==> src/design/prs80_pkg.sv <==
`timescale 1ns / 1ps

package prs80_pkg;

    localparam int BLOCK_W  = 64;
    localparam int KEY_HI_W = 64;
    localparam int KEY_LO_W = 16;
    localparam int KEY_W    = KEY_HI_W + KEY_LO_W;
    localparam int ROUND_W  = 5;
    localparam int CFG_IDX_W = 8;
    localparam int CFG_DATA_W = 64;

    localparam logic [CFG_IDX_W-1:0] REG_KEY_UPPER    = 8'd0;
    localparam logic [CFG_IDX_W-1:0] REG_KEY_LOWER    = 8'd1;
    localparam logic [CFG_IDX_W-1:0] REG_ROUND_COUNT  = 8'd2;
    localparam logic [CFG_IDX_W-1:0] REG_FINAL_KEY_ADD = 8'd3;

    localparam logic [ROUND_W-1:0] ROUND_COUNT_RESET = 5'd5;

    function automatic logic [3:0] sbox4(input logic [3:0] x);
        logic [3:0] y;
        case (x)
            4'h0: y = 4'hC;
            4'h1: y = 4'h5;
            4'h2: y = 4'h6;
            4'h3: y = 4'hB;
            4'h4: y = 4'h9;
            4'h5: y = 4'h0;
            4'h6: y = 4'hA;
            4'h7: y = 4'hD;
            4'h8: y = 4'h3;
            4'h9: y = 4'hE;
            4'hA: y = 4'hF;
            4'hB: y = 4'h8;
            4'hC: y = 4'h4;
            4'hD: y = 4'h7;
            4'hE: y = 4'h1;
            4'hF: y = 4'h2;
            default: y = 4'h0;
        endcase
        return y;
    endfunction

    function automatic logic [BLOCK_W-1:0] sbox_layer(input logic [BLOCK_W-1:0] s);
        logic [BLOCK_W-1:0] r;
        r = '0;
        for (int n = 0; n < BLOCK_W / 4; n++) begin
            r[4*n +: 4] = sbox4(s[4*n +: 4]);
        end
        return r;
    endfunction

    function automatic logic [BLOCK_W-1:0] perm_layer(input logic [BLOCK_W-1:0] s);
        logic [BLOCK_W-1:0] r;
        r = '0;
        for (int i = 0; i < BLOCK_W - 1; i++) begin
            r[(i * 16) % (BLOCK_W - 1)] = s[i];
        end
        r[BLOCK_W-1] = s[BLOCK_W-1];
        return r;
    endfunction

endpackage

==> src/design/present80_block_encrypt.sv <==
`timescale 1ns / 1ps

// Channel  Direction  Ports                               Contents
// s_       in         s_tvalid s_tready s_tdata[63:0]     plaintext
// m_       out        m_tvalid m_tready m_tdata[63:0]     ciphertext
// cfg_     in         cfg_valid cfg_ready cfg_index cfg_data  register writes
//
// Each item runs from accept to the next accept as a load step,
// then round_count rounds through a single shared round unit, then a finish step.
// The finish step waits while the output register still holds an untaken item.
// Reset is synchronous, active low; it restores the register defaults
// (key 0, five rounds, no final key addition) and empties the output register.
// Configuration writes are taken in any cycle.

module present80_block_encrypt (
    input  logic        aclk,
    input  logic        aresetn,
    input  logic        s_tvalid,
    output logic        s_tready,
    input  logic [63:0] s_tdata,   // [63:0] plaintext
    output logic        m_tvalid,
    input  logic        m_tready,
    output logic [63:0] m_tdata,   // [63:0] ciphertext
    input  logic        cfg_valid,
    output logic        cfg_ready,
    input  logic [prs80_pkg::CFG_IDX_W-1:0]  cfg_index,
    input  logic [prs80_pkg::CFG_DATA_W-1:0] cfg_data
);

    typedef enum logic [1:0] {
        ST_IDLE,
        ST_RUN
    } state_t;

    state_t state_reg, state_next;

    logic [prs80_pkg::KEY_HI_W-1:0] key_upper_reg;
    logic [prs80_pkg::KEY_LO_W-1:0] key_lower_reg;
    logic [prs80_pkg::ROUND_W-1:0]  round_count_reg;
    logic                           final_key_add_reg;

    logic [prs80_pkg::BLOCK_W-1:0]  block_reg, block_next;
    logic [prs80_pkg::KEY_W-1:0]    rkey_reg, rkey_next;
    logic [prs80_pkg::ROUND_W-1:0]  round_idx_reg, round_idx_next;
    logic [prs80_pkg::BLOCK_W-1:0]  out_data_reg, out_data_next;
    logic                           out_valid_reg, out_valid_next;

    logic [prs80_pkg::BLOCK_W-1:0]  round_out;
    logic [prs80_pkg::KEY_W-1:0]    key_rot;
    logic [prs80_pkg::KEY_W-1:0]    key_upd;
    logic [prs80_pkg::ROUND_W-1:0]  round_idx_inc;
    logic [prs80_pkg::BLOCK_W-1:0]  final_data;
    logic                           out_free;
    logic                           in_accept;
    logic                           last_done;

    assign s_tready  = (state_reg == ST_IDLE);
    assign cfg_ready = 1'b1;
    assign m_tvalid  = out_valid_reg;
    assign m_tdata   = out_data_reg;

    assign in_accept = s_tvalid && s_tready;
    assign out_free  = !out_valid_reg || m_tready;
    assign last_done = (round_idx_reg == round_count_reg);

    // shared round unit
    assign round_out = prs80_pkg::perm_layer(prs80_pkg::sbox_layer(
                           block_reg ^ rkey_reg[prs80_pkg::KEY_W-1 -: prs80_pkg::KEY_HI_W]));

    assign round_idx_inc = round_idx_reg + 1'b1;

    always_comb begin
        key_rot = {rkey_reg[18:0], rkey_reg[prs80_pkg::KEY_W-1:19]};
        key_upd = key_rot;
        key_upd[prs80_pkg::KEY_W-1 -: 4] = prs80_pkg::sbox4(key_rot[prs80_pkg::KEY_W-1 -: 4]);
        key_upd[19:15] = key_rot[19:15] ^ round_idx_inc;
    end

    assign final_data = block_reg ^ (final_key_add_reg
                        ? rkey_reg[prs80_pkg::KEY_W-1 -: prs80_pkg::KEY_HI_W]
                        : {prs80_pkg::BLOCK_W{1'b0}});

    always_comb begin
        state_next     = state_reg;
        block_next     = block_reg;
        rkey_next      = rkey_reg;
        round_idx_next = round_idx_reg;
        out_data_next  = out_data_reg;
        out_valid_next = out_valid_reg && !m_tready;
        case (state_reg)
            ST_IDLE: begin
                if (in_accept) begin
                    block_next     = s_tdata;
                    rkey_next      = {key_upper_reg, key_lower_reg};
                    round_idx_next = '0;
                    state_next     = ST_RUN;
                end
            end
            ST_RUN: begin
                if (last_done) begin
                    if (out_free) begin
                        out_data_next  = final_data;
                        out_valid_next = 1'b1;
                        state_next     = ST_IDLE;
                    end
                end else begin
                    block_next     = round_out;
                    rkey_next      = key_upd;
                    round_idx_next = round_idx_inc;
                end
            end
            default: begin
                state_next = ST_IDLE;
            end
        endcase
    end

    always_ff @(posedge aclk) begin
        block_reg     <= block_next;
        rkey_reg      <= rkey_next;
        round_idx_reg <= round_idx_next;
        out_data_reg  <= out_data_next;
        if (!aresetn) begin
            state_reg     <= ST_IDLE;
            out_valid_reg <= 1'b0;
        end else begin
            state_reg     <= state_next;
            out_valid_reg <= out_valid_next;
        end
    end

    always_ff @(posedge aclk) begin
        if (!aresetn) begin
            key_upper_reg     <= '0;
            key_lower_reg     <= '0;
            round_count_reg   <= prs80_pkg::ROUND_COUNT_RESET;
            final_key_add_reg <= 1'b0;
        end else if (cfg_valid && cfg_ready) begin
            case (cfg_index)
                prs80_pkg::REG_KEY_UPPER: begin
                    key_upper_reg <= cfg_data[prs80_pkg::KEY_HI_W-1:0];
                end
                prs80_pkg::REG_KEY_LOWER: begin
                    key_lower_reg <= cfg_data[prs80_pkg::KEY_LO_W-1:0];
                end
                prs80_pkg::REG_ROUND_COUNT: begin
                    round_count_reg <= cfg_data[prs80_pkg::ROUND_W-1:0];
                end
                prs80_pkg::REG_FINAL_KEY_ADD: begin
                    final_key_add_reg <= cfg_data[0];
                end
                default: begin
                end
            endcase
        end
    end

endmodule

==> config.mk <==
export PLATFORM = sky130hd
export DESIGN_NAME = present80_block_encrypt
export DESIGN_NICKNAME = d
export VERILOG_FILES = /design/src/design/prs80_pkg.sv /design/src/design/present80_block_encrypt.sv
export SDC_FILE = /design/constraint.sdc
export NUM_CORES = 1
export LEC_CHECK = 0
export CELL_PAD_IN_SITES_DETAIL_PLACEMENT = 0
export CELL_PAD_IN_SITES_GLOBAL_PLACEMENT = 1
export CORE_MARGIN = 10
export CORE_UTILIZATION = 45
export DETAILED_ROUTE_END_ITERATION = 12
export DONT_BUFFER_PORTS = 1
export GPL_TIMING_DRIVEN = 0
export PLACE_DENSITY = 0.69
export SYNTH_ARGS = -nofsm -noshare
export SYNTH_HDL_FRONTEND = slang
export SYNTH_SLANG_ARGS = --single-unit
==> constraint.sdc <==
create_clock -name aclk -period 7.1 [get_ports aclk]
set_input_delay 1.065 -clock aclk [delete_from_list [all_inputs] [get_ports aclk]]
set_output_delay 1.065 -clock aclk [all_outputs]
set_load 0.005 [all_outputs]
* Yosys cells after proc, flatten, opt, wreduce, memory -nomap -nowiden
Memory sizes are Yosys's and may differ from the RTL's. A register that Yosys moved wholly into a read port is not among the register bits. Cells that the tools add are included.
Cells by class: reduce and logical (&&, ||, !) cells 15, bitwise logic cells 3, equal/unequal tests 9, muxes and demuxes 18, add/subtract/negate cells 1
Operators by type and width (count):
- two-way mux 64 bit | 3
- two-way mux 80 bit | 2
- case mux 80 bit (2 select lines) | 1
- case mux 64 bit (2 select lines) | 1
- XOR 64 bit | 2
- == test 8 x 2 -> 1 bit (second input constant) | 2
- two-way mux 5 bit | 2
- case mux 5 bit (2 select lines) | 1
- AND reduction 3 bit | 3
- == test 8 x 1 -> 1 bit (second input constant) | 1
- zero test 8 bit | 1
- AND reduction 2 bit | 4
- two-way mux 2 bit | 3
- != test 2 bit (second input constant) | 3
- adder 5 x 1 -> 5 bit (second input constant) | 1
- == test 5 bit | 1
- XOR 5 bit | 1
- two-way mux 4 bit | 1
- case mux 2 bit (2 select lines) | 1
- two-way mux 1 bit | 3
- == test 2 x 1 -> 1 bit (second input constant) | 1
- logical AND 1 bit | 2
- zero test 1 bit | 2
- zero test 2 bit | 1
- 3 further kinds | 3
Word-level totals: bits of input ports 141, flip-flop bits (word level) 302, word-level logic and storage cells 73, memories kept 17, memory bits (read-only) 1088, output and inout bits 67
Memory list:
- (no name shown) | depth 16, bits a word 4, rd ports 1, clocked after memory_dff 1, write ports 0, RTL line prs80_pkg.sv:22 | case (x)
- (no name shown) | depth 16, bits a word 4, rd ports 1, clocked after memory_dff 0, write ports 0, RTL line prs80_pkg.sv:22
- (no name shown) | depth 16, bits a word 4, rd ports 1, clocked after memory_dff 0, write ports 0, RTL line prs80_pkg.sv:22
- (no name shown) | depth 16, bits a word 4, rd ports 1, clocked after memory_dff 0, write ports 0, RTL line prs80_pkg.sv:22
- (no name shown) | depth 16, bits a word 4, rd ports 1, clocked after memory_dff 0, write ports 0, RTL line prs80_pkg.sv:22
- (no name shown) | depth 16, bits a word 4, rd ports 1, clocked after memory_dff 0, write ports 0, RTL line prs80_pkg.sv:22
- 11 more memories

* Depth between registers and ports, before layout
Gate-level depths: netlist of the first run.
word-level depth 5, depth in mapped cells 9, depth with buffers taken out 9

* Worst setup path before layout of the first run
No wires, ideal clock.
path kind input to register, start in m_tready, end reg out_data_reg, in the netlist m_tdata[0], enable pin, data arrival time 5.502 ns, cell stages on the path 2, slack 1.031 ns, buffers on the path 0, library setup time 0.567 ns, cells stage by stage nor2b_1 nor3_1
On the way: longest elaborated chain between the ends 2
RTL lines:
- start: declaration | RTL line present80_block_encrypt.sv:22 | input logic m_tready,
- logical OR 1 bit | RTL line present80_block_encrypt.sv:63 | assign out_free = !out_valid_reg || m_tready;
- AND reduction 3 bit (no source line)
- end signal: assignment | RTL line present80_block_encrypt.sv:122 | out_data_reg <= out_data_next;
- end: declaration | RTL line present80_block_encrypt.sv:45 | logic [prs80_pkg::BLOCK_W-1:0] out_data_reg, out_data_next;
Every way passes these cells. A chain may end at the register's enable or synchronous reset.

* Final worst setup path of the first run
start reg state_reg[0], end reg block_reg[62] in the netlist's numbering, data pin
On the way: longest elaborated chain between the ends 2
RTL lines:
- start: declaration | RTL line present80_block_encrypt.sv:35 | state_t state_reg, state_next;
- start signal: assignment | RTL line present80_block_encrypt.sv:127 | state_reg <= state_next;
- == test 2 x 1 -> 1 bit / zero test 2 bit (equally long branches) | RTL line present80_block_encrypt.sv:90 | case (state_reg)
- case mux 64 bit (2 select lines) (*) | RTL line present80_block_encrypt.sv:90
- via block_next (one bit) | RTL line present80_block_encrypt.sv:42 | logic [prs80_pkg::BLOCK_W-1:0] block_reg, block_next;
- end signal: assignment | RTL line present80_block_encrypt.sv:119 | block_reg <= block_next;
- end: declaration | RTL line present80_block_encrypt.sv:42
Mark *: on every way through the listed nets, which the timed path passes. The rest lies on a longest branch.

==> results of run 1 <==
-- cell type report --
type,count,area [um2],share of cell area (%)
Clock buffer,51,1040,5.88
Multi-Input combinational cell,874,7080,40.1
Buffer,56,251,1.42
Antenna cell,4,10.0,0.0566
Timing Repair Buffer,6,83.8,0.474
Inverter,67,256,1.45
Tap cell,455,569,3.22
Clock inverter,13,138,0.779
Sequential cell,305,8240,46.6
-- logic make-up after synthesis --
logic type / after synthesis
buffers and inverters: 123
AO/OA/AOI/OAI: 132
flip-flops: 305
AND/OR/NAND/NOR: 302
XOR/XNOR: 158
adder cells (fa/ha/maj): 86
multiplexers: 195
other: 1
-- power by group --
part | switching, mW | internal (mW)
logic | 0.797 | 0.683
clock network | 0.722 | 1.13
registers | 0.161 | 2.13
total | 1.68 | 3.94
-- synthesized netlist by cell type --
library cell	instances
nor2b_1	6
buf_4	9
clkbuf_1	37
conb_1	1
buf_1	4
buf_2	6
o21ai_0	2
mux2_2	116
nand2_1	214
nor4_2	1
a21oi_1	47
o211ai_1	1
mux2i_1	46
inv_1	67
or4b_1	1
nand3_1	19
nor3b_1	6
nand4_1	1
o22ai_1	1
dfxtp_1	92
a21boi_0	20
mux2i_2	1
nand3b_1	2
edfxtp_1	213
nor2_1	36
o21a_1	1
xnor2_1	136
nor3_1	11
a21boi_1	60
and2_1	2
ha_1	86
and2b_1	1
mux4_2	32
xor2_1	22
nand2b_1	2
-- critical path, delay by kind of cell (launching register included) --
| kind | cells | cell delay, ns |
|---|---|---|
| AO/OA/AOI/OAI | 1 | 0.25 |
| buffers and inverters | 4 | 2.27 |
| flip-flops | 1 | 0.30 |
-- stage by stage --
stage,cells,setup slack (ns)
after CTS,1827,3.92
after global placement,1757,-1.37
after detailed placement,1763,3.87
after floorplan,1302,1.03
final,1831,3.96
after global routing,1828,3.77
-- cells in the final DEF, fill, tap and decap left out, types with 8 or more instances in the layout --
cell type	netlist	layout
nand2_1	214	214
edfxtp_1	213	213
xnor2_1	136	136
mux2_2	116	116
dfxtp_1	92	92
ha_1	86	86
inv_1	67	66
a21boi_1	60	60
a21oi_1	47	47
clkbuf_1	37	46
mux2i_1	46	46
clkbuf_16	0	38
nor2_1	36	36
mux4_2	32	32
xor2_1	22	22
a21boi_0	20	20
nand3_1	19	19
nor3_1	11	10
buf_4	9	9
clkinv_2	0	8
-- layer usage --
layer	global-route usage [%]	vias up	share of wire, %
met2	33.8	302	47
met5	0	-	0.16
met4	4.94	12	2.0
met3	5.99	65	8.3
met1	27.3	4898	43
li1	-	4602	-
-- final timing paths --
kind | end | slack, ns | depth (start not counted)
min | key_upper_reg[27] | 0.45 | 2
max | block_reg[62] | 3.96 | 5
min reg2reg | key_upper_reg[27] | 0.45 | 2
max reg2reg | block_reg[62] | 3.96 | 5
==> summary.txt, run 1 <==
Logic synthesis
  • Post-synthesis mux area share: 15.8%
  • Synth Area in Compound Gates: 5.48%
  • Largest family of logic cells by synthesized area: multiplexers
  • Syn nets: 1529
  • Syn Area/Cell: 12.2 um2
  • Area share of and/or/nand/nor cells after synthesis: 7.89%
  • Netlist Area Pre-Place: 15800 um2
  • Dominant cell type by area after synthesis: edfxtp_1
  • Top cell type's share of synthesized area: 40.4%
  • Mapped Cells: 1302
  • Register area share after synthesis: 52.1%
  • Synth cell types: 35
  • Area contributors post-synth: edfxtp_1 (40%), dfxtp_1 (12%), mux2_2 (8.3%)
  • Yosys warnings: 0
  • FF+latch count, synth: 305
  • Synth Area in Adders: 6.80%
  • Post-Synth XOR/XNOR Area: 8.75%

STA
  • Max Clock Skew: 0.0129 ns
  • Final max-slew violation count: 0
  • Worst-Margin Slew: 1.27 ns
  • Period utilisation layout: 44.3%
  • Worst relative slew slack: 15.2%
  • # setup viols final: 0
  • Fin crit period: 3.14 ns
  • RSZ-0062 raised after global routing: no
  • Fin. Hold Viols: 0
  • Hold slack: 0.447 ns
  • Max Fclk: 318 MHz
  • Setup TNS: 0 ns

Power and ir drop
  • Pwr Density: 318 nW/um2
  • Lkg Pwr: 6.48 nW
  • Tot Pwr: 5.63 mW
  • Maximum vdd ir drop: 0.244 mV

Clock tree
  • Post-CTS Setup Bufs: 0
  • H-tree Lvls: 2
  • Clk Latency, worst-skew pair: 0.51 ns
  • Total CTS buffers: 36
  • Clock Sinks: 305
  • Worst-path clk slew: 0.06 ns
  • Clock root cell: clkbuf_16
  • TritonCTS clock tree: yes
  • Hold buffers post-CTS: 0
  • PostCTS Resize Cnt: 0
  • Max clock buf depth: 3

Critical path
  • Worst path most repeated cell: clkbuf_1
  • Worst stage delay on the critical path: 0.70 ns
  • Setup crit end kind: flip-flop
  • Arrival time worst endpoint: 3.34 ns
  • Crit path max fanout: 10
  • Critical Path Source Type: flip-flop
  • Crit path from: state_reg[0]
  • Critical Path, Cell by Cell: clkbuf_1 -> clkbuf_1 -> clkbuf_1 -> buf_1 -> a21oi_1
  • Crit Path Class: flip-flop to flip-flop
  • Critical path's slowest cell: clkbuf_1
  • Critical Path RT: 7.30 ns
  • Reg2reg start: state_reg[0]

Placement
  • Port buffer count: 0
  • HPWL Detailed: 36000 um
  • Gp weighted congestion: 0.841
  • Dpl cell area: 16500 um2

Global route
  • Initial antenna violation count: 12
  • First-pass GRT wire length: 67100 um
  • Vias in the first global route: 9806
  • Largest net degree at the start of global routing: 78
  • GRT Total Usage: 21.0%
  • Global route total overflow: 0

Routing
  • Drt pass-1 iters: 7
  • Post-DRT Antenna Nets: 0
  • DR WL/cell: 25.5 um
  • DR vias/cell: 5.40
  • DRC: 0
  • Final Routed Wirelength: 46800 um
  • Vias: 9879
  • Initial DRC count: 710

Floorplanning
  • Die Area: 43100 um2
  • Die Span Y: 208 um
  • Core area: 34600 um2
  • Row cnt: 68
  • IO Pins: 208
  • Die width: 208 um
  • Initial Util: 45.7%

Finish
  • Final Instance Area: 17700 um2
  • Net count, final: 1573
  • Max reg flops: 80
  • Layout area overhead: 11.7%
  • Fillers: 3052
  • Layout cells sized above 1: 16.5%
  • Final Util: 51.0%

Hold path
  • Hold Crit Start: key_upper_reg[27]
  • Worst Hold Class: flip-flop to flip-flop

Job
  • Maxcap violations: 0

Run status
  • Status: complete, no violations
No activity file was read; power rests on OpenSTA's default activity.
==> inputs of run 2 (changes only) <==
- PLACE_DENSITY: 0.69 -> 0.72
- clock period: 7.1 -> 2.8 ns (I/O delays scaled with it)
==> run 2 against run 1 <==
- wire length is 0.94% lower
- non-clock buffer count increased by 2
- utilization is 0.094 points higher
- global-route usage decreased by 0.11 points
- first-iteration DRC count rose by 5.4%
- clock-buffer cell count rose by 8
- critical path depth is 2 higher
- hold slack worse by 0.41 ns
- clock power up 150%
- clock skew is 0.0062 ns higher
- fmax up 22%
- largest cell class unchanged
- highest routed layer unchanged
==> summary.txt, run 2 (synthesized netlist as in run 1, its figures left out) <==
Critical path
  • Worst R2R Path Depth: 7 (+2)
  • Worst path most repeated cell: mux2_2
  • Crit Path Class: flip-flop to flip-flop
  • Worst stage delay on the critical path: 0.46 ns (-0.24 ns)
  • Critical Path RT: 3.23 ns (-4.07 ns)
  • Critical Path, Cell by Cell: xnor2_1 -> nand4_1 -> o22ai_4 -> mux2_2 -> ha_1 -> mux2_2 -> mux2i_1
  • Setup crit end kind: flip-flop
  • Crit path max fanout: 6 (-4)
  • Critical path's slowest cell: edfxtp_1
  • Critical Path Source Type: flip-flop
  • Arrival time worst endpoint: 3.01 ns (-0.33 ns)

STA
  • RSZ-0062 raised after global routing: no
  • # setup viols final: 0 (unchanged)
  • Setup TNS: 0 ns (unchanged)
  • Worst-Margin Slew: 1.15 ns (-0.121 ns)
  • Fin. Hold Viols: 0 (unchanged)
  • Fin crit period: 2.58 ns (-0.564 ns)
  • Max Clock Skew: 0.0190 ns (+0.00616 ns)
  • Hold slack: 0.0364 ns (-0.411 ns)
  • Worst relative slew slack: 23.3% (+8.1 points)
  • Period utilisation layout: 92.1% (+48 points)
  • Max Fclk: 388 MHz (+22%)
  • Final max-slew violation count: 0 (unchanged)
  • Final WS setup: 0.222 ns (-3.74 ns)

Floorplanning
  • Die width: 208 um (unchanged)
  • Row cnt: 68 (unchanged)
  • Initial Util: 45.7% (unchanged)
  • Core area: 34600 um2 (unchanged)
  • Die Area: 43100 um2 (unchanged)
  • Die Span Y: 208 um (unchanged)
  • IO Pins: 208 (unchanged)

Routing
  • Initial DRC count: 748 (+5.4%)
  • Post-DRT Antenna Nets: 0 (unchanged)
  • DR WL/cell: 25.3 um (-0.99%)
  • Final Routed Wirelength: 46300 um (-0.94%)
  • Vias: 9827 (-0.53%)
  • Drt pass-1 iters: 5 (-2)
  • DR vias/cell: 5.36 (-0.58%)
  • DRC: 0 (unchanged)

Finish
  • Most common cell after layout, fill and taps aside: nand2_1
  • Final Instance Area: 17700 um2 (+0.18%)
  • Max reg flops: 80 (unchanged)
  • Most frequent cells in the layout: nand2_1 (214), edfxtp_1 (213), xnor2_1 (136)
  • Net count, final: 1574 (+0.064%)
  • Fillers: 3057 (+0.16%)
  • Layout cells sized above 1: 16.5% (about the same)
  • Layout area overhead: 11.9%

Placement
  • Dpl cell area: 16500 um2 (+0.37%)
  • HPWL Detailed: 36200 um (+0.69%)
  • Gp weighted congestion: 0.857 (+2.0%)
  • Port buffer count: 0 (unchanged)
  • Worst slack at placement: -0.173 ns (-4.04 ns)

Hold path
  • Depth of the worst hold-timing path: 2 (unchanged)
  • Worst Hold Class: primary input to flip-flop

Clock tree
  • Clk Latency, worst-skew pair: 0.52 ns (about the same)
  • Worst-path clk slew: 0.06 ns (about the same)
  • H-tree Lvls: 2 (unchanged)
  • TritonCTS clock tree: yes
  • Max clock buf depth: 3 (unchanged)
  • Clock Sinks: 305 (unchanged)
  • Clock root cell: clkbuf_16
  • Total CTS buffers: 34 (-5.6%)

Run status
  • Status: complete, no violations

Global route
  • Vias in the first global route: 9740 (-0.67%)
  • Initial antenna violation count: 11 (-1)
  • Global route total overflow: 0 (unchanged)
  • Largest net degree at the start of global routing: 42 (-46%)
  • GRT Total Usage: 20.9% (-0.11 points)
  • First-pass GRT wire length: 66700 um (-0.66%)

Power and ir drop
  • Maximum vdd ir drop: 0.426 mV (+75%)
  • Lkg Pwr: 6.48 nW (about the same)
  • Pwr Density: 799 nW/um2 (+150%)

Job
  • Maxcap violations: 0 (unchanged)
-- run 2: cell count changes in the layout (fill, tap and decap cells not counted), sizes merged --
cell	delta
inv	-1
clkinvlp	+2
clkbuf	+8
buf	+2
clkinv	-9
bufinv	-1
-- run 2: power by group --
part	internal [mW]	switching, mW
Sequential	5.41	0.414
Clock	2.77	1.79
Combinational	1.75	2.02
-- run 2: worst paths after layout --
check             slack [ns]                end         startpoint
setup / recovery        0.22        key_upd[78]   round_idx_reg[2]
hold / removal          0.04   key_upper_reg[4]        cfg_data[4]
setup reg to reg        0.22        key_upd[78]   round_idx_reg[2]
hold reg to reg         0.45  key_upper_reg[18]  key_upper_reg[18]
-- run 2: worst max-delay path, delay by kind of cell (launching register included) --
family	cells	cell delay, ns
xor gates and xnor gates	1	0.17
AOI/OAI and AO/OA	1	0.35
DFF	1	0.46
muxes	3	0.88
adders and majority gates	1	0.34
and+or+nand+nor	1	0.28
-- run 2: per-layer routing --
layer / GRT usage, % / vias to the layer above / wire length [um]
li1: - / 4614 / -
met1: 27.4 / 4843 / 19800
met2: 33.0 / 295 / 21500
met3: 6.21 / 61 / 3880
met4: 5.37 / 14 / 1070
met5: 0 / - / 84
-- run 2: layout make-up --
class	instances	area [um2]	share of cell area, %
Tap cell	455	569	3.22
Clock buffer	59	1070	6.04
Timing Repair Buffer	8	133	0.749
Inverter	67	255	1.44
Sequential cell	305	8240	46.5
Antenna cell	4	10.0	0.0565
Buffer	56	255	1.44
Multi-Input combinational cell	874	7100	40.1
Clock inverter	3	65.1	0.368
Timing Repair inverter	1	5.00	0.0283
-- run 2: per-stage QoR --
| stage | std cells | utilization, % | total power [mW] |
|---|---|---|---|
| 4_1_cts | 1827 | 51.1 | 14.3 |
| 6_report | 1832 | 51.1 | 14.2 |
| 2_1_floorplan | 1302 | - | 8.56 |
| 3_3_place_gp | 1757 | 47.4 | 9.61 |
| 3_5_place_dp | 1764 | 47.8 | 9.70 |
| 5_1_grt | 1829 | 51.1 | 14.8 |
-- run 2: timing repair --
item | 4_1_cts | 5_1_grt
gates resized for setup | 1 | 2
gates cloned | 1 | 0
setup endpoints to repair | 83 | 60
endpoints found under the hold margin | 0 | 0
hold buffers | 0 | 0
setup buffers | 0 | 1
==> inputs of run 3 (changes only) <==
- CELL_PAD_IN_SITES_DETAIL_PLACEMENT: 0 -> 1
- SLEW_MARGIN: unset -> 15
==> run 3 against run 2 <==
- clock skew increased by 0.0027 ns
- final cell count increased by 0.87%
- via count increased by 3.3%
- utilization increased by 0.51 points
==> summary.txt, run 3 (synthesized netlist as in run 1, its figures left out) <==
STA
  • Fin crit period: 2.62 ns (+0.0425 ns)
  • # setup viols final: 0 (unchanged)
  • Period utilisation layout: 93.6% (+1.5 points)
  • Final max-slew violation count: 0 (unchanged)
  • Worst-Margin Slew: 1.14 ns (-0.00865 ns)
  • RSZ-0062 raised after global routing: no
  • Max Clock Skew: 0.0217 ns (+0.00267 ns)
  • Max Fclk: 382 MHz (-1.6%)
  • Fin. Hold Viols: 0 (unchanged)
  • Worst relative slew slack: 23.9% (+0.58 points)

Floorplanning
  • Die Area: 43100 um2 (unchanged)
  • Core area: 34600 um2 (unchanged)
  • Row cnt: 68 (unchanged)
  • Die Span Y: 208 um (unchanged)
  • Initial Util: 45.7% (unchanged)
  • IO Pins: 208 (unchanged)
  • Die width: 208 um (unchanged)

Finish
  • Fillers: 3544 (+16%)
  • Layout area overhead: 13.0%
  • Final Instance Area: 17900 um2 (+0.99%)
  • Layout cells sized above 1: 17.5% (+1.1 points)
  • Max reg flops: 80 (unchanged)
  • Net count, final: 1587 (+0.83%)
  • Seq. cell area: 8240 um2 (unchanged)
  • Most frequent cells in the layout: nand2_1 (214), edfxtp_1 (213), xnor2_1 (136)
  • Combined area of the multi-input logic cells: 7100 um2 (unchanged)
  • Most common cell after layout, fill and taps aside: nand2_1

Critical path
  • Critical Path Source Type: flip-flop
  • Worst path top cell family by delay: multiplexers
  • Critical path's slowest cell: edfxtp_1
  • Crit Path Class: flip-flop to flip-flop
  • Worst stage delay on the critical path: 0.47 ns (about the same)
  • Critical Path RT: 3.24 ns (about the same)
  • Worst Path Buf+Inv: 1 (+1)
  • Crit path max fanout: 6 (unchanged)
  • Arrival time worst endpoint: 3.06 ns (+0.05 ns)
  • Worst path most repeated cell: mux2_2
  • Critical Path, Cell by Cell: xnor2_1 -> nand4_1 -> o22ai_4 -> mux2_2 -> inv_1 -> ha_1 -> mux2_2 -> mux2i_1
  • Setup crit end kind: flip-flop

Global route
  • Global route total overflow: 0 (unchanged)
  • Vias in the first global route: 10.7k (+9.6%)
  • Largest net degree at the start of global routing: 34 (-19%)
  • Initial antenna violation count: 13 (+2)
  • First-pass GRT wire length: 71500 um (+7.3%)
  • GRT Total Usage: 22.2% (+1.3 points)

Power and ir drop
  • Lkg Pwr: 6.57 nW (+1.4%)
  • Tot Pwr: 14.5 mW (+2.5%)
  • Pwr Density: 811 nW/um2 (+1.5%)
  • Maximum vdd ir drop: 0.456 mV (+7.1%)

Routing
  • Initial DRC count: 622 (-17%)
  • DR vias/cell: 5.49 (+2.4%)
  • Drt pass-1 iters: 5 (unchanged)
  • Vias: 10.1k (+3.3%)
  • Post-DRT Antenna Nets: 0 (unchanged)
  • DRC: 0 (unchanged)
  • Final Routed Wirelength: 49800 um (+7.5%)
  • DR WL/cell: 27.0 um (+6.6%)

Placement
  • Dpl cell area: 16600 um2 (+0.17%)
  • HPWL Detailed: 38400 um (+6.0%)
  • Gp weighted congestion: 0.857 (unchanged)
  • Port buffer count: 0 (unchanged)

Clock tree
  • TritonCTS clock tree: yes
  • Max clock buf depth: 3 (unchanged)
  • Total CTS buffers: 35 (+2.9%)
  • Clk Latency, worst-skew pair: 0.53 ns (about the same)
  • Worst-path clk slew: 0.06 ns (about the same)
  • Hold buffers post-CTS: 0 (unchanged)
  • Clock Sinks: 305 (unchanged)
  • H-tree Lvls: 2 (unchanged)
  • Clock root cell: clkbuf_16

Hold path
  • Worst Hold Class: primary input to flip-flop

Run status
  • Status: complete, no violations

Job
  • Maxcap violations: 0 (unchanged)
==> run 3: cell count changes in the layout (fill, tap and decap cells not counted), sizes merged <==
| cell | before | now |
|---|---|---|
| clkbuf | 96 | 84 |
| clkinv | 1 | 10 |
| bufinv | 2 | 4 |
| diode | 4 | 7 |
| clkinvlp | 2 | 4 |
| buf | 27 | 39 |
==> run 3: routing by layer <==
metal | vias to the layer above | track usage [%] | routed length [um]
met3 | 71 | 6.24 | 3640
met4 | 14 | 7.25 | 1450
met5 | - | 0 | 88
met2 | 309 | 36.2 | 23800
met1 | 5114 | 27.9 | 20900
li1 | 4641 | - | -
==> run 3: final cells by class <==
cell class	instances	area share (%)
Sequential cell	305	46.1
Multi-Input combinational cell	874	39.7
Clock buffer	47	5.56
Tap cell	455	3.18
Timing Repair Buffer	20	1.43
Buffer	56	1.43
Inverter	67	1.43
Clock inverter	16	1.03
Antenna cell	7	0.0980
Timing Repair inverter	1	0.0280
==> run 3: path summary, 6_finish.rpt <==
path	startpoint	endpoint	slack, ns	depth (start not counted)
setup / recovery	round_idx_reg[2]	key_upd[78]	0.18	8
hold / removal	cfg_data[5]	key_upper_reg[5]	0.03	2
setup reg to reg	round_idx_reg[2]	key_upd[78]	0.18	8
hold reg to reg	key_upper_reg[63]	key_upper_reg[63]	0.45	2
==> run 3: power breakdown <==
part	total, mW	internal [mW]	switching (mW)
clock	4.76	2.87	1.89
combinational	3.91	1.78	2.14
sequential	5.83	5.41	0.425
total	14.5	10.1	4.45
==> run 3: worst register-to-register path, stage by stage, from the launching register on <==
cell	delay (ns)
edfxtp_1	0.47
xnor2_1	0.18
nand4_1	0.28
o22ai_4	0.37
mux2_2	0.45
inv_1	0.10
ha_1	0.26
mux2_2	0.27
mux2i_1	0.17
==> run 3: per-stage QoR <==
stage          setup WS, ns  setup TNS (ns)  util [%]  cells  hold slack (ns)
3_3_place_gp          -2.42         -412.02      47.4   1757            0.437
6_report              0.179               0      51.6   1848           0.0270
4_1_cts              0.0248               0      51.3   1829           0.0123
2_1_floorplan        -0.925         -145.33         -   1302            0.433
3_5_place_dp         -0.188           -1.75      47.9   1765            0.444
5_1_grt              0.0330               0      51.6   1843           0.0286
==> run 3: timing repair <==
item,in CTS,in global routing
pin swaps,0,1
endpoints found under the hold margin,0,0
cloned,1,0
setup buffers,0,12
gates resized for setup,1,3
endpoints found under the setup margin,40,43
